===== src/sv/scl_pkg.sv =====
// ----------------------------------------------------------------------------
// scl_pkg
// Types and constants shared by the serial command line parser modules.
// ----------------------------------------------------------------------------
package scl_pkg;

   localparam int CSR_ADDR_W = 5;
   localparam int CSR_DATA_W = 64;
   localparam int KEY_W      = 48;

   localparam logic [1:0] REG_KEY_READ   = 2'd0;
   localparam logic [1:0] REG_KEY_RENAME = 2'd1;
   localparam logic [1:0] REG_KEY_REMOTE = 2'd2;

   localparam logic [KEY_W-1:0] KEY_READ_RESET   = 48'd38836256195666;
   localparam logic [KEY_W-1:0] KEY_RENAME_RESET = 48'd38840552410689;
   localparam logic [KEY_W-1:0] KEY_REMOTE_RESET = 48'd38772050054479;

   localparam logic [7:0] CHAR_NUL  = 8'd0;
   localparam logic [7:0] CHAR_CR   = 8'd13;
   localparam logic [7:0] CHAR_STAR = 8'd42;

   localparam logic [1:0] TYPE_READ         = 2'd0;
   localparam logic [1:0] TYPE_RENAME       = 2'd1;
   localparam logic [1:0] TYPE_REMOTE       = 2'd2;
   localparam logic [1:0] TYPE_UNIDENTIFIED = 2'd3;

   localparam logic [2:0] HEADER_LEN     = 3'd6;
   localparam logic [2:0] HEADER_LEN_SAT = 3'd7;

   typedef enum logic [1:0] {
      PHASE_HEADER  = 2'd0,
      PHASE_PAYLOAD = 2'd1,
      PHASE_REJECT  = 2'd2
   } phase_type;

   typedef struct packed {
      logic [7:0] data;
      logic       is_cr;
      logic       is_star;
   } item_type;

   typedef struct packed {
      logic       is_end;
      logic [1:0] packet_type;
      logic [7:0] payload_byte;
      logic [3:0] payload_index;
      logic       truncated;
   } result_type;

   typedef struct packed {
      logic [KEY_W-1:0] read;
      logic [KEY_W-1:0] rename;
      logic [KEY_W-1:0] remote;
   } keywords_type;

endpackage


===== src/sv/scl_queue.sv =====
// ----------------------------------------------------------------------------
// scl_queue
// Small flip-flop FIFO with registered pointers and occupancy count.
// ----------------------------------------------------------------------------
module scl_queue #(
   parameter int WIDTH = 8,
   parameter int DEPTH = 2
) (
   input  logic             clock,
   input  logic             reset,
   input  logic             push,
   input  logic [WIDTH-1:0] push_data,
   output logic             full,
   input  logic             pop,
   output logic [WIDTH-1:0] pop_data,
   output logic             empty
);

   localparam int PTR_W = (DEPTH > 1) ? $clog2(DEPTH) : 1;
   localparam int CNT_W = $clog2(DEPTH + 1);

   logic [WIDTH-1:0] mem_ff [DEPTH];
   logic [PTR_W-1:0] wr_ptr_ff, wr_ptr_in;
   logic [PTR_W-1:0] rd_ptr_ff, rd_ptr_in;
   logic [CNT_W-1:0] count_ff, count_in;
   logic             do_push, do_pop;

   assign full     = (count_ff == CNT_W'(DEPTH));
   assign empty    = (count_ff == '0);
   assign do_push  = push && !full;
   assign do_pop   = pop && !empty;
   assign pop_data = mem_ff[rd_ptr_ff];

   always_comb begin
      wr_ptr_in = wr_ptr_ff;
      rd_ptr_in = rd_ptr_ff;
      count_in  = count_ff;
      if (do_push) begin
         wr_ptr_in = (wr_ptr_ff == PTR_W'(DEPTH - 1)) ? '0 : wr_ptr_ff + 1'b1;
      end
      if (do_pop) begin
         rd_ptr_in = (rd_ptr_ff == PTR_W'(DEPTH - 1)) ? '0 : rd_ptr_ff + 1'b1;
      end
      if (do_push && !do_pop) begin
         count_in = count_ff + 1'b1;
      end else if (do_pop && !do_push) begin
         count_in = count_ff - 1'b1;
      end
   end

   always_ff @(posedge clock) begin
      if (reset) begin
         wr_ptr_ff <= '0;
         rd_ptr_ff <= '0;
         count_ff  <= '0;
      end else begin
         wr_ptr_ff <= wr_ptr_in;
         rd_ptr_ff <= rd_ptr_in;
         count_ff  <= count_in;
      end
   end

   always_ff @(posedge clock) begin
      if (do_push) begin
         mem_ff[wr_ptr_ff] <= push_data;
      end
   end

endmodule


===== src/sv/scl_csr.sv =====
// ----------------------------------------------------------------------------
// scl_csr
// Keyword registers behind the APB-style configuration port.
// ----------------------------------------------------------------------------
module scl_csr (
   input  logic                           clock,
   input  logic                           reset,
   input  logic                           psel,
   input  logic                           penable,
   input  logic                           pwrite,
   input  logic [scl_pkg::CSR_ADDR_W-1:0] paddr,
   input  logic [scl_pkg::CSR_DATA_W-1:0] pwdata,
   output logic [scl_pkg::CSR_DATA_W-1:0] prdata,
   output logic                           pready,
   output scl_pkg::keywords_type          keywords
);

   import scl_pkg::*;

   keywords_type keys_ff, keys_in;
   logic [1:0]   reg_index;
   logic         wr_en;

   assign pready    = 1'b1;
   assign reg_index = paddr[4:3];
   assign wr_en     = psel && penable && pwrite && pready;
   assign keywords  = keys_ff;

   always_comb begin
      keys_in = keys_ff;
      prdata  = '0;
      unique case (reg_index)
         REG_KEY_READ: begin
            prdata = CSR_DATA_W'(keys_ff.read);
            if (wr_en) keys_in.read = pwdata[KEY_W-1:0];
         end
         REG_KEY_RENAME: begin
            prdata = CSR_DATA_W'(keys_ff.rename);
            if (wr_en) keys_in.rename = pwdata[KEY_W-1:0];
         end
         REG_KEY_REMOTE: begin
            prdata = CSR_DATA_W'(keys_ff.remote);
            if (wr_en) keys_in.remote = pwdata[KEY_W-1:0];
         end
         default: begin
            prdata = '0;
         end
      endcase
   end

   always_ff @(posedge clock) begin
      if (reset) begin
         keys_ff.read   <= KEY_READ_RESET;
         keys_ff.rename <= KEY_RENAME_RESET;
         keys_ff.remote <= KEY_REMOTE_RESET;
      end else begin
         keys_ff <= keys_in;
      end
   end

endmodule


===== src/sv/scl_front.sv =====
// ----------------------------------------------------------------------------
// scl_front
// Accepts received bytes, drops zero bytes and queues classified items.
// ----------------------------------------------------------------------------
module scl_front (
   input  logic              clock,
   input  logic              reset,
   input  logic              push,
   input  logic [7:0]        rx_byte,
   output logic              full,
   input  logic              item_pop,
   output scl_pkg::item_type item,
   output logic              item_empty
);

   import scl_pkg::*;

   item_type                 class_item;
   logic                     accept;
   logic                     enqueue;
   logic [$bits(item_type)-1:0] item_bits;

   assign accept  = push && !full;
   assign enqueue = accept && (rx_byte != CHAR_NUL);

   always_comb begin
      class_item.data    = rx_byte;
      class_item.is_cr   = (rx_byte == CHAR_CR);
      class_item.is_star = (rx_byte == CHAR_STAR);
   end

   scl_queue #(
      .WIDTH ($bits(item_type)),
      .DEPTH (2)
   ) u_item_queue (
      .clock     (clock),
      .reset     (reset),
      .push      (enqueue),
      .push_data (class_item),
      .full      (full),
      .pop       (item_pop),
      .pop_data  (item_bits),
      .empty     (item_empty)
   );

   assign item = item_type'(item_bits);

endmodule


===== src/sv/scl_back.sv =====
// ----------------------------------------------------------------------------
// scl_back
// Line parser: header match, payload emission and end-of-line results.
// ----------------------------------------------------------------------------
module scl_back #(
   parameter int LINE_MAX    = 30,
   parameter int PAYLOAD_MAX = 15,
   parameter int HEADER_SCAN = 10
) (
   input  logic                  clock,
   input  logic                  reset,
   input  scl_pkg::keywords_type keywords,
   input  scl_pkg::item_type     item,
   input  logic                  item_empty,
   output logic                  item_pop,
   input  logic                  rsp_pop,
   output scl_pkg::result_type   rsp,
   output logic                  rsp_empty
);

   import scl_pkg::*;

   localparam int LP_W = $clog2(LINE_MAX + 1);
   localparam int PC_W = $clog2(PAYLOAD_MAX + 1);

   phase_type        phase_ff, phase_in;
   logic [LP_W-1:0]  line_pos_ff, line_pos_in;
   logic [KEY_W-1:0] header_ff, header_in;
   logic [2:0]       header_len_ff, header_len_in;
   logic [1:0]       matched_ff, matched_in;
   logic [PC_W-1:0]  count_ff, count_in;
   logic             dropped_ff, dropped_in;

   logic             out_full;
   logic             emit;
   result_type       result;
   logic [31:0]      count_wide;
   logic [31:0]      pos_wide;
   logic [$bits(result_type)-1:0] rsp_bits;

   assign item_pop   = !item_empty && !out_full;
   assign count_wide = 32'(count_ff);
   assign pos_wide   = 32'(line_pos_ff);

   always_comb begin
      phase_in      = phase_ff;
      line_pos_in   = line_pos_ff;
      header_in     = header_ff;
      header_len_in = header_len_ff;
      matched_in    = matched_ff;
      count_in      = count_ff;
      dropped_in    = dropped_ff;
      emit          = 1'b0;
      result        = '0;
      if (item_pop) begin
         if (item.is_cr) begin
            emit          = 1'b1;
            result.is_end = 1'b1;
            if (phase_ff == PHASE_PAYLOAD) begin
               result.packet_type   = matched_ff;
               result.payload_index = count_wide[3:0];
               result.truncated     = dropped_ff;
            end else begin
               result.packet_type = TYPE_UNIDENTIFIED;
            end
            phase_in      = PHASE_HEADER;
            line_pos_in   = '0;
            header_in     = '0;
            header_len_in = '0;
            matched_in    = TYPE_UNIDENTIFIED;
            count_in      = '0;
            dropped_in    = 1'b0;
         end else begin
            if (line_pos_ff < LP_W'(LINE_MAX)) begin
               line_pos_in = line_pos_ff + 1'b1;
            end
            unique case (phase_ff)
               PHASE_HEADER: begin
                  if (pos_wide >= 32'(HEADER_SCAN)) begin
                     phase_in = PHASE_REJECT;
                  end else if (item.is_star) begin
                     phase_in = PHASE_REJECT;
                     if (header_len_ff == HEADER_LEN) begin
                        if (header_ff == keywords.read) begin
                           matched_in = TYPE_READ;
                           phase_in   = PHASE_PAYLOAD;
                        end else if (header_ff == keywords.rename) begin
                           matched_in = TYPE_RENAME;
                           phase_in   = PHASE_PAYLOAD;
                        end else if (header_ff == keywords.remote) begin
                           matched_in = TYPE_REMOTE;
                           phase_in   = PHASE_PAYLOAD;
                        end
                     end
                  end else begin
                     header_in = {header_ff[KEY_W-9:0], item.data};
                     if (header_len_ff < HEADER_LEN_SAT) begin
                        header_len_in = header_len_ff + 1'b1;
                     end
                  end
               end
               PHASE_PAYLOAD: begin
                  if (line_pos_ff >= LP_W'(LINE_MAX) ||
                      count_ff >= PC_W'(PAYLOAD_MAX)) begin
                     dropped_in = 1'b1;
                  end else begin
                     emit                 = 1'b1;
                     result.packet_type   = matched_ff;
                     result.payload_byte  = item.data;
                     result.payload_index = count_wide[3:0];
                     count_in             = count_ff + 1'b1;
                  end
               end
               default: begin
                  phase_in = PHASE_REJECT;
               end
            endcase
         end
      end
   end

   always_ff @(posedge clock) begin
      if (reset) begin
         phase_ff      <= PHASE_HEADER;
         line_pos_ff   <= '0;
         header_ff     <= '0;
         header_len_ff <= '0;
         matched_ff    <= TYPE_UNIDENTIFIED;
         count_ff      <= '0;
         dropped_ff    <= 1'b0;
      end else begin
         phase_ff      <= phase_in;
         line_pos_ff   <= line_pos_in;
         header_ff     <= header_in;
         header_len_ff <= header_len_in;
         matched_ff    <= matched_in;
         count_ff      <= count_in;
         dropped_ff    <= dropped_in;
      end
   end

   scl_queue #(
      .WIDTH ($bits(result_type)),
      .DEPTH (2)
   ) u_result_queue (
      .clock     (clock),
      .reset     (reset),
      .push      (emit),
      .push_data (result),
      .full      (out_full),
      .pop       (rsp_pop),
      .pop_data  (rsp_bits),
      .empty     (rsp_empty)
   );

   assign rsp = result_type'(rsp_bits);

endmodule


===== src/sv/serial_command_line_parser.sv =====
// ----------------------------------------------------------------------------
// serial_command_line_parser
// Frames received serial bytes into lines ending in carriage return, matches
// a six-character header against three keyword registers and reports payload
// bytes and an end-of-line transaction per line.
//
// Input channel: drive req_rx_byte with push; a transaction is taken when
// push is high and full is low. Zero bytes are taken and discarded.
// Result channel: while empty is low the oldest result sits on the rsp_
// ports; pop with empty low takes it.
// Configuration: keyword registers at byte addresses 0, 8 and 16; the user
// must see that they are written only while the parser is idle, which the
// block itself does not enforce. A taken byte is registered in the item
// queue; the line parser pops it and puts its result into the result queue.
// Throughput: one byte per cycle while the result queue is not full; the
// two-entry item queue and two-entry result queue decouple the sides.
// When pop is held low, the result queue fills, the parser holds, and full
// rises once the item queue is full as well; nothing is lost.
// Reset clears both queues and the line state and restores the keywords.
// ----------------------------------------------------------------------------
module serial_command_line_parser #(
   parameter int LINE_MAX    = 30,
   parameter int PAYLOAD_MAX = 15,
   parameter int HEADER_SCAN = 10
) (
   input  logic                           clock,
   input  logic                           reset,
   input  logic                           push,
   input  logic [7:0]                     req_rx_byte,
   output logic                           full,
   output logic                           empty,
   input  logic                           pop,
   output logic                           rsp_is_end,
   output logic [1:0]                     rsp_packet_type,
   output logic [7:0]                     rsp_payload_byte,
   output logic [3:0]                     rsp_payload_index,
   output logic                           rsp_truncated,
   input  logic                           psel,
   input  logic                           penable,
   input  logic                           pwrite,
   input  logic [scl_pkg::CSR_ADDR_W-1:0] paddr,
   input  logic [scl_pkg::CSR_DATA_W-1:0] pwdata,
   output logic [scl_pkg::CSR_DATA_W-1:0] prdata,
   output logic                           pready
);

   import scl_pkg::*;

   keywords_type keywords;
   item_type     item;
   logic         item_empty;
   logic         item_pop;
   result_type   rsp;

   scl_csr u_csr (
      .clock    (clock),
      .reset    (reset),
      .psel     (psel),
      .penable  (penable),
      .pwrite   (pwrite),
      .paddr    (paddr),
      .pwdata   (pwdata),
      .prdata   (prdata),
      .pready   (pready),
      .keywords (keywords)
   );

   scl_front u_front (
      .clock      (clock),
      .reset      (reset),
      .push       (push),
      .rx_byte    (req_rx_byte),
      .full       (full),
      .item_pop   (item_pop),
      .item       (item),
      .item_empty (item_empty)
   );

   scl_back #(
      .LINE_MAX    (LINE_MAX),
      .PAYLOAD_MAX (PAYLOAD_MAX),
      .HEADER_SCAN (HEADER_SCAN)
   ) u_back (
      .clock      (clock),
      .reset      (reset),
      .keywords   (keywords),
      .item       (item),
      .item_empty (item_empty),
      .item_pop   (item_pop),
      .rsp_pop    (pop),
      .rsp        (rsp),
      .rsp_empty  (empty)
   );

   assign rsp_is_end        = rsp.is_end;
   assign rsp_packet_type   = rsp.packet_type;
   assign rsp_payload_byte  = rsp.payload_byte;
   assign rsp_payload_index = rsp.payload_index;
   assign rsp_truncated     = rsp.truncated;

endmodule


===== config.mk =====
export PLATFORM = sky130hd
export DESIGN_NAME = serial_command_line_parser
export DESIGN_NICKNAME = d
export VERILOG_FILES = /design/src/sv/scl_pkg.sv /design/src/sv/scl_queue.sv /design/src/sv/scl_csr.sv /design/src/sv/scl_front.sv /design/src/sv/scl_back.sv /design/src/sv/serial_command_line_parser.sv
export SDC_FILE = /design/constraint.sdc
export NUM_CORES = 1
export LEC_CHECK = 0
export ABC_AREA = 1
export BUFFER_PORTS_ARGS = -buffer_cell sky130_fd_sc_hd__clkbuf_2
export CAP_MARGIN = 20
export CORE_ASPECT_RATIO = 0.9
export CORE_MARGIN = 10
export CORE_UTILIZATION = 55
export DETAILED_ROUTE_END_ITERATION = 8
export PLACE_DENSITY = 0.79
export REMOVE_ABC_BUFFERS = 1
export SYNTH_ARGS = -nofsm -noshare
export SYNTH_HDL_FRONTEND = slang
export SYNTH_SLANG_ARGS = --single-unit

===== constraint.sdc =====
create_clock -name clock -period 3.2 [get_ports clock]
set_input_delay 0.8 -clock clock [delete_from_list [all_inputs] [get_ports clock]]
set_output_delay 0.8 -clock clock [all_outputs]
set_load 0.05 [all_outputs]

# == Word-level counts from Yosys, hierarchy flattened ==
# Memories as Yosys holds them, arrays and structs flattened. A register that Yosys moved wholly into a read port is not among the register bits.
# Cells that the tools add are included.
# word_totals
regBits,217
latchBits,0
ramBits,52
rom_bits,0
inputBits,84
elab_cells,161
mem_count,2
# classes
n_addsub,11
multipliers,0
n_div,0
n_lt_le_gt_ge,5
eq_ne,16
shift,0
mux,64
n_bitwise,0
reduce_logical,47
# mem_list
memory,depth,width,rd,rd_ports_with_merged_regs,wr,line_no,text
u_back.u_result_queue.mem_ff,2,16,1,1,1,scl_queue.sv:22,logic [WIDTH-1:0] mem_ff [DEPTH];
u_front.u_item_queue.mem_ff,2,10,1,1,1,scl_queue.sv:22,
# op_table
op,count
two-way mux 48 bit,4
== test 48 bit,3
one-hot mux 48 bit (3 select lines),1
two-way mux 2 bit,21
two-way mux 14 bit,2
two-way mux 1 bit,21
nonzero test 2 bit,9
two-way mux 16 bit,1
two-way mux 4 bit,4
two-way mux 3 bit,5
two-way mux 5 bit,3
logical AND 1 bit,13
AND reduction 3 bit,3
== test 8 x 4 -> 1 bit (second input constant),1
== test 8 x 6 -> 1 bit (second input constant),1
logical NOT 1 bit,8
logical NOT 2 bit,4
two-way mux 8 bit,1
AND reduction 2 bit,4
nonzero test 8 bit,1
== test 2 bit (second input constant),3
inequality test 2 bit (second input constant),3
AND reduction 6 bit,1
adder 5 x 1 -> 5 bit (second input constant),1
other kinds (19),25

# == Longest topological paths before layout ==
# Gate-level depths: netlist of the first run.
# depth
word_depth,11
mapped_depth,14
mapped_depth_nobuf,13

# == Hierarchy ==
# Synthesis of the first run repeated with hierarchy kept, for this count alone.
# unflattened
cells_unflattened,1994
hier_area_um2,14174.8
# by_module_without_submodules
module,n_inst,cells_per_inst,area_each_um2,seq_area_each_um2
scl_csr,1,999,6490.0,2882.8
scl_back,1,823,5182.5,1301.2
scl_queue at u_back.u_result_queue,1,87,1457.6,1061.0
scl_queue at u_front.u_item_queue,1,68,970.9,700.7
scl_front,1,17,73.8,0.0

# == Least setup slack after synthesis of the first run ==
# OpenSTA, ideal clock, no wires.
# synth_timing
kind,input to output
startpoint,in paddr[4] (netlist name)
endpoint,out prdata[12] (netlist name)
arrival_ns,2.118
t_required_ns,2.400
setup_slack_ns,0.282
stages,4
path_buffers,1
path_cell_list,nor2_2 > inv_2 > clkbuf_1 > o221ai_1
# synth_between
elab_chain_len,2
# synth_lines
element,line_no,text
"start, declared",serial_command_line_parser.sv:41,"input logic [scl_pkg::CSR_ADDR_W-1:0] paddr,"
== test 2 bit (tied with other cells),scl_csr.sv:32,unique case (reg_index)
one-hot mux 48 bit (3 select lines) (*),scl_csr.sv:32,
"end, declared",serial_command_line_parser.sv:43,"output logic [scl_pkg::CSR_DATA_W-1:0] prdata,"
# Every way passes the cells marked *; elsewhere a longest branch is shown, timed or not.

# == Worst setup path in the final report of the first run ==
# layout_timing
startpoint,in paddr[3] (netlist name)
endpoint,out prdata[1] (netlist name)
# The elaborated chain is that of the path after synthesis.

==> impl_metrics.yaml, run 1 <==
power_and_ir_drop:
  powerDensity_mw_per_mm2: 632
  power.static_leakage_nw: 6.15
  max-vdd-ir-drop_uv: 439
setup_path:
  worst_path_top_cell_family_by_delay: "buffers and inverters"
  cp_launch_point: "paddr[3]"
  timing.critical_path.fanout_max: 17
  worstSetupPathDepth: 5
  path_cells: "clkbuf_2, nor2_2, inv_2, o221ai_1, buf_12"
  criticalPathCategory: "in2out"
  rrSetupSlack_ps: 610
  timing.critical_path.slowest_stage_cell: "sky130_fd_sc_hd__o221ai_1"
  r2r-end: "u_back.u_result_queue.count_ff[1]$_SDFFE_PP0P_"
  crit_path_end_kind: "primary output"
  worstSetupStartpointType: "input port"
  timing.critical_path.buf_inv: 3
  timing.critical_path.slowest_cell_delay_ps: 480
  worst_setup_path_endpoint: "prdata[1]"
  r2r.worst_path.cells: 12
  arrival_ps: 2050
  cp.required_ps: 2400
die:
  die_height_um: 167
  initial_core_util_pct: 56.2
  placeableCoreArea_mm2: 0.0235
  fp.dieW_um: 183
  die_area_mm2: 0.0307
  placementRows: 53
  boundaryPins: 167
clock_tree:
  cts_root_buffer: "sky130_fd_sc_hd__clkbuf_16"
  worst_setup_hold_path_clk_slew_ps: 60
  setup_bufs_post_cts: 0
  cts_sinks: 271
  h-tree-depth: 1
  tritoncts_clock_tree: "built"
  cts-buffers-inserted: 28
  clock_path_buffers: 3
  clkLatencyLatePin_ps: 540
  holdBufCountCts: 0
  cts_resized: 0
placed_design:
  numPortBuffers: 130
  gp_routability_congestion: 0.876
  dp_hpwl_um: 24200
  placement.cell_area_mm2: 0.0142
status:
  outcome: "complete, no violations"
yosys:
  number_of_enable_flip_flop_cells_after_synthesis: 52
  synth_sequential_area_ratio_pct: 44.9
  yosys.area.top_type: "sky130_fd_sc_hd__dfxtp_1"
  post_synth_main_area_contributors: "sky130_fd_sc_hd__dfxtp_1, sky130_fd_sc_hd__nand2_1, sky130_fd_sc_hd__edfxtp_1, sky130_fd_sc_hd__xnor2_1, sky130_fd_sc_hd__nor2_1"
  synth.top_cell.area_share_pct: 33.1
  synthDistinctLibCells: 50
  post_synth_inst_count: 1736
  synth.top_cells.by_count: "sky130_fd_sc_hd__nand2_1, sky130_fd_sc_hd__dfxtp_1, sky130_fd_sc_hd__nor2_1"
  syn_area_mm2: 0.0132
  synth_flop_type: "sky130_fd_sc_hd__dfxtp_1"
  ys.warnings.count: 0
  postSynth.asyncResetShare_pct: 0
  synthesis.area_per_instance_um2: 7.62
  postSynthRegisterBits: 271
  post-synth-top-count-cell: "sky130_fd_sc_hd__nand2_1"
route:
  route.vias.total: 11700
  route.detailed.wl_per_inst_um: 17.2
  antenna_violating_nets_post_route: 0
  totalWireLength_um: 36700
  detail_route.first_pass.iterations: 6
  detail_route.vias_per_cell: 5.50
  initialDrtViolationCount: 1351
  drt_drc_violations_left: 0
sta:
  timing.clock.skew_ps: 13.2
  number_of_hold_violations_in_the_final_report: 0
  slew-limit-headroom_pct: 49.5
  timing.setup.tns_ps: 0
  max_freq_mhz: 351
  maxSlewViolCount: 0
  fin_crit_sh_pct: 88.9
  tightest_pin_transition_ps: 756
  layout_min_cycle_time_ps: 2850
  finalSetupViolations: 0
  grt_setup_unrepaired: "false"
global_routing:
  grt_first_pass_wirelength_um: 58100
  grt_remaining_overflow: 0
  via_count_of_the_first_global_routing_pass: 11300
  grt_start_max_net_pins: 62
  grt_antenna_before_repair: 0
  globalRouteTotalUtil_pct: 22.9
final_layout:
  layout.cell_area.non_filler_mm2: 0.0151
  num_antenna_cells: 0
  fillers: 1927
  final_layout_size_suffix_gt1_share_pct: 13.4
  design.final.nets: 1902
  syn2layout_area_growth_pct: 14.2
hold_path:
  worst_hold_path_type: "reg2reg"
run:
  drv.max_cap_violation_count: 0
cell type report:
class | count | area, um2 | area share (%)
multi-input cells | 1245 | 6280 | 41.6
flip-flops and latches | 271 | 5950 | 39.4
repair buffers | 156 | 1240 | 8.22
clock buffers | 41 | 781 | 5.17
inverters | 109 | 424 | 2.81
well taps | 302 | 378 | 2.50
clock inverters | 11 | 51.3 | 0.340
cell families after synthesis:
logic type | share of synthesized area, %
DFF | 44.9
AOI/OAI and AO/OA | 10.5
adders and majority gates | 0.662
muxes | 1.97
xor gates and xnor gates | 7.61
buffers and inverters | 8.07
other | 0.0568
and+or+nand+nor | 26.2
cells in the final DEF (no fill, tap or decap), drive strengths merged:
cell	instances
a211oi	2
a21oi	93
a22oi	1
a31oi	1
and3	1
buf	49
clkbuf	148
clkinv	11
conb	17
dfxtp	219
edfxtp	52
ha	7
inv	109
mux2	16
mux2i	8
nand2	477
nand3	122
nand3b	1
nand4	3
nor2	213
nor3	12
nor3b	1
nor4	2
o211ai	21
o21a	2
o21ai	104
o221ai	15
o22ai	6
or2	5
xnor2	112
xor2	3
per-layer routing:
layer	global-route usage [%]	up-vias	wire (um)
met5	0	-	0
met4	5.88	0	683
met3	4.11	56	3280
met2	37.7	490	17100
met1	30.3	5473	15700
li1	-	5713	-
report_power, final:
part	internal (W)	switching (W)	total, W
clock	0.00168	0.00132	0.00300
sequential	0.00375	0.000221	0.00397
combinational	0.000711	0.00187	0.00258
total	0.00615	0.00341	0.00955
flip-flops by register name (all words and copies together), names as in the netlist, named ones only:
register / cells
u_back.header_ff: 48
u_back.u_result_queue.rd_ptr_ff: 1
u_back.line_pos_ff: 5
u_back.count_ff: 4
u_back.phase_ff: 2
u_front.u_item_queue.count_ff: 2
u_back.u_result_queue.count_ff: 2
u_back.matched_ff: 2
u_back.header_len_ff: 3
u_front.u_item_queue.mem_ff: 20
u_back.dropped_ff: 1
u_back.u_result_queue.mem_ff: 32
u_back.u_result_queue.wr_ptr_ff: 1
u_csr.keywords: 144
u_front.u_item_queue.rd_ptr_ff: 1
u_front.u_item_queue.wr_ptr_ff: 1
stage by stage:
| stage | worst slack (ps) | util [%] | instances | power, W | hold WS (ps) |
|---|---|---|---|---|---|
| after floorplan | -248 | - | 1625 | 0.00578 | 426 |
| after global placement | 423 | 60.5 | 2081 | 0.00651 | 433 |
| after detailed placement | 406 | 60.5 | 2081 | 0.00659 | 447 |
| after CTS | 365 | 64.0 | 2133 | 0.00955 | 456 |
| after global routing | 306 | 64.2 | 2135 | 0.00993 | 465 |
| final | 354 | 64.2 | 2135 | 0.00955 | 456 |
worst min-delay path by stage:
stage / depth (start not counted) / start / end / slack (ps)
after detailed placement: 1 / u_front.u_item_queue.rd_ptr_ff$_SDFFE_PP0P_ / flip-flop / 450
after floorplan: 1 / u_front.u_item_queue.rd_ptr_ff$_SDFFE_PP0P_ / flip-flop / 430
after global routing: 1 / req_rx_byte[6] / u_front.u_item_queue.mem_ff[1][8]$_DFFE_PP_ / 460
after CTS: 1 / u_front.u_item_queue.rd_ptr_ff$_SDFFE_PP0P_ / flip-flop / 460
after global placement: 1 / u_front.u_item_queue.rd_ptr_ff$_SDFFE_PP0P_ / flip-flop / 430
final: 1 / u_front.u_item_queue.rd_ptr_ff$_SDFFE_PP0P_ / flip-flop / 460
No activity file was read; power rests on OpenSTA's default activity.
==> run 2: changes to the inputs <==
- ABC_AREA: 1 -> 0
==> run 2 against run 1 <==
Clock skew fell by 6.4 ps. Area after synthesis fell by 2.7%. Non-clock buffer count rose by 21. Maximum frequency fell by 5.0%. Combinational power fell by 19%. Worst hold slack improved by 15 ps. Flip-flop and latch count did not move. Clock power rose by 15%.
==> impl_metrics.yaml, run 2 <==
route:
  initialDrtViolationCount: 1355
  totalWireLength_um: 37100
  detail_route.vias_per_cell: 5.83
  route.detailed.wl_per_inst_um: 19.7
  drt_drc_violations_left: 0
  antenna_violating_nets_post_route: 0
  detail_route.first_pass.iterations: 8
  route.vias.total: 11000
yosys:
  synth.top_cells.by_count: "sky130_fd_sc_hd__nand2_1, sky130_fd_sc_hd__dfxtp_1, sky130_fd_sc_hd__xor2_1"
  postSynth.asyncResetShare_pct: 0
  synthDistinctLibCells: 44
  synthesis.area_per_instance_um2: 8.72
  post_synth_inst_count: 1477
  postSynthRegisterBits: 271
  number_of_enable_flip_flop_cells_after_synthesis: 52
  post-synth-top-count-cell: "sky130_fd_sc_hd__nand2_1"
  synth_sequential_area_ratio_pct: 46.2
  synth_flop_type: "sky130_fd_sc_hd__dfxtp_1"
  ys.warnings.count: 0
  post_synth_main_area_contributors: "sky130_fd_sc_hd__dfxtp_1, sky130_fd_sc_hd__edfxtp_1, sky130_fd_sc_hd__nand2_1, sky130_fd_sc_hd__xor2_1, sky130_fd_sc_hd__mux2i_1"
  yosys.area.top_type: "sky130_fd_sc_hd__dfxtp_1"
  synth.top_cell.area_share_pct: 34.1
  syn_area_mm2: 0.0129
setup_path:
  path_cells: "buf_2, buf_12, mux2i_1, o21ai_0, buf_12"
  arrival_ps: 2190
  criticalPathCategory: "in2out"
  timing.critical_path.slowest_stage_cell: "sky130_fd_sc_hd__o21ai_0"
  library_cell_appearing_most_often_on_the_critical_path: "sky130_fd_sc_hd__buf_12"
  timing.critical_path.fanout_max: 23
  crit_path_end_kind: "primary output"
  worstSetupStartpointType: "input port"
  cp.required_ps: 2400
  timing.critical_path.slowest_cell_delay_ps: 390
final_layout:
  design.final.nets: 1646
  layout.cells.non_filler: 1880
  syn2layout_area_growth_pct: 19.9
  largest_register_ffs: 144
  most-common-layout-cells: "sky130_fd_sc_hd__nand2_1, sky130_fd_sc_hd__dfxtp_1, sky130_fd_sc_hd__xor2_1"
  layout.cells.most_common: "sky130_fd_sc_hd__nand2_1"
  final_layout_size_suffix_gt1_share_pct: 16.5
  layout.cell_area.non_filler_mm2: 0.0154
clock_tree:
  cts_root_buffer: "sky130_fd_sc_hd__clkbuf_16"
  clkLatencyLatePin_ps: 540
  worst_setup_hold_path_clk_slew_ps: 60
  cts-buffers-inserted: 28
  setup_bufs_post_cts: 0
  holdBufCountCts: 0
  clock_path_buffers: 3
  cts_resized: 0
  tritoncts_clock_tree: "built"
  h-tree-depth: 1
  cts_sinks: 271
die:
  placementRows: 53
  boundaryPins: 167
  die_height_um: 165
  initial_core_util_pct: 55.5
  die_area_mm2: 0.0299
  fp.dieW_um: 181
  placeableCoreArea_mm2: 0.0232
sta:
  layout_min_cycle_time_ps: 2990
  number_of_hold_violations_in_the_final_report: 0
  fin_crit_sh_pct: 93.6
  max_freq_mhz: 334
  maxSlewViolCount: 0
  grt_setup_unrepaired: "false"
  timing.clock.skew_ps: 6.89
  slew-limit-headroom_pct: 49.1
  finalSetupViolations: 0
  tightest_pin_transition_ps: 763
power_and_ir_drop:
  power.sequential.fraction_pct: 41.4
  netSwitchingPower_w: 0.00296
  max-vdd-ir-drop_uv: 495
  internal-power_w: 0.00646
  clockPowerShare_pct: 36.5
  fin_total_pwr_w: 0.00942
  power.static_leakage_nw: 6.24
  power.switching_fraction_pct: 31.4
  powerDensity_mw_per_mm2: 611
  p_comb_share_pct: 22.1
global_routing:
  grt_first_pass_wirelength_um: 57800
  grt_antenna_before_repair: 4
  via_count_of_the_first_global_routing_pass: 10800
  grt_remaining_overflow: 0
  grt_start_max_net_pins: 79
  globalRouteTotalUtil_pct: 23.7
placed_design:
  placement.cell_area_mm2: 0.0144
  dp_hpwl_um: 25000
  gp_routability_congestion: 0.930
  place.detailed.instances: 1827
  numPortBuffers: 130
hold_path:
  worst_hold_path_type: "in2reg"
status:
  outcome: "complete, no violations"
run:
  drv.max_cap_violation_count: 0
run 2: cells by family (layout without fill, tap and decap cells):
family	count (synthesis)	count (layout)	share of synthesized area, %
AOI/OAI and AO/OA	216	216	9.46
xor gates and xnor gates	155	155	10.5
adders and majority gates	7	7	0.680
buffers and inverters	150	235	5.56
DFF	271	271	46.2
muxes	76	76	6.07
other	2	18	0.0583
and+or+nand+nor	600	600	21.4
run 2: power by group through the flow:
| stage | Sequential, W | Clock [W] | Combinational (W) |
|---|---|---|---|
| 2_1_floorplan | 0.00393 | 0 | 0.00129 |
| 3_3_place_gp | 0.00396 | 0 | 0.00201 |
| 3_5_place_dp | 0.00397 | 0 | 0.00204 |
| 4_1_cts | 0.00390 | 0.00345 | 0.00206 |
| 5_1_grt | 0.00393 | 0.00358 | 0.00221 |
| 6_report | 0.00390 | 0.00344 | 0.00208 |
run 2: cell type report:
| class | instances | area, um2 |
|---|---|---|
| timing repair buffer | 177 | 1810 |
| fill | 1766 | 7780 |
| tap | 302 | 378 |
| clock buffer | 37 | 801 |
| multi-input combinational | 1071 | 6290 |
| antenna | 1 | 2.50 |
| clock inverter | 15 | 181 |
| sequential | 271 | 5950 |
| inverter | 6 | 22.5 |
run 2: critical path: cells and delay by family:
family | cells | cell delay [ps]
AOI/OAI and AO/OA | 1 | 390
buffers and inverters | 3 | 850
muxes | 1 | 130
run 2: through the flow:
| step | utilization, % | worst slack, ps | setup TNS [ps] | hold slack [ps] |
|---|---|---|---|---|
| floorplan | - | -1110 | -106950 | 429 |
| global placement | 62.2 | 252 | 0 | 443 |
| detailed placement | 62.2 | 200 | 0 | 472 |
| CTS | 66.5 | 232 | 0 | 459 |
| global route | 66.5 | 156 | 0 | 467 |
| finish | 66.5 | 206 | 0 | 471 |
run 2: final timing paths:
| path | from | to | slack, ps | cells after the start |
|---|---|---|---|---|
| max reg2reg | u_back.line_pos_ff[0]$_SDFFE_PP0P_ | u_back.header_ff[21]$_SDFFE_PP0P_ | 650 | 8 |
| min reg2reg | u_csr.keywords[34]$_SDFFE_PP0P_ | u_csr.keywords[34]$_SDFFE_PP0P_ | 480 | 2 |
| max | paddr[3] | prdata[34] | 210 | 5 |
| min | req_rx_byte[4] | u_front.u_item_queue.mem_ff[0][6]$_DFFE_PP_ | 470 | 1 |
run 2: routing by layer:
layer	vias up	GRT usage, %	share of wire [%]	routed length, um
met4	6	7.91	2.7	1000
li1	5103	-	-	-
met3	85	6.14	11	4110
met5	-	0	0.094	35
met2	583	37.9	45	16700
met1	5179	30.8	41	15200
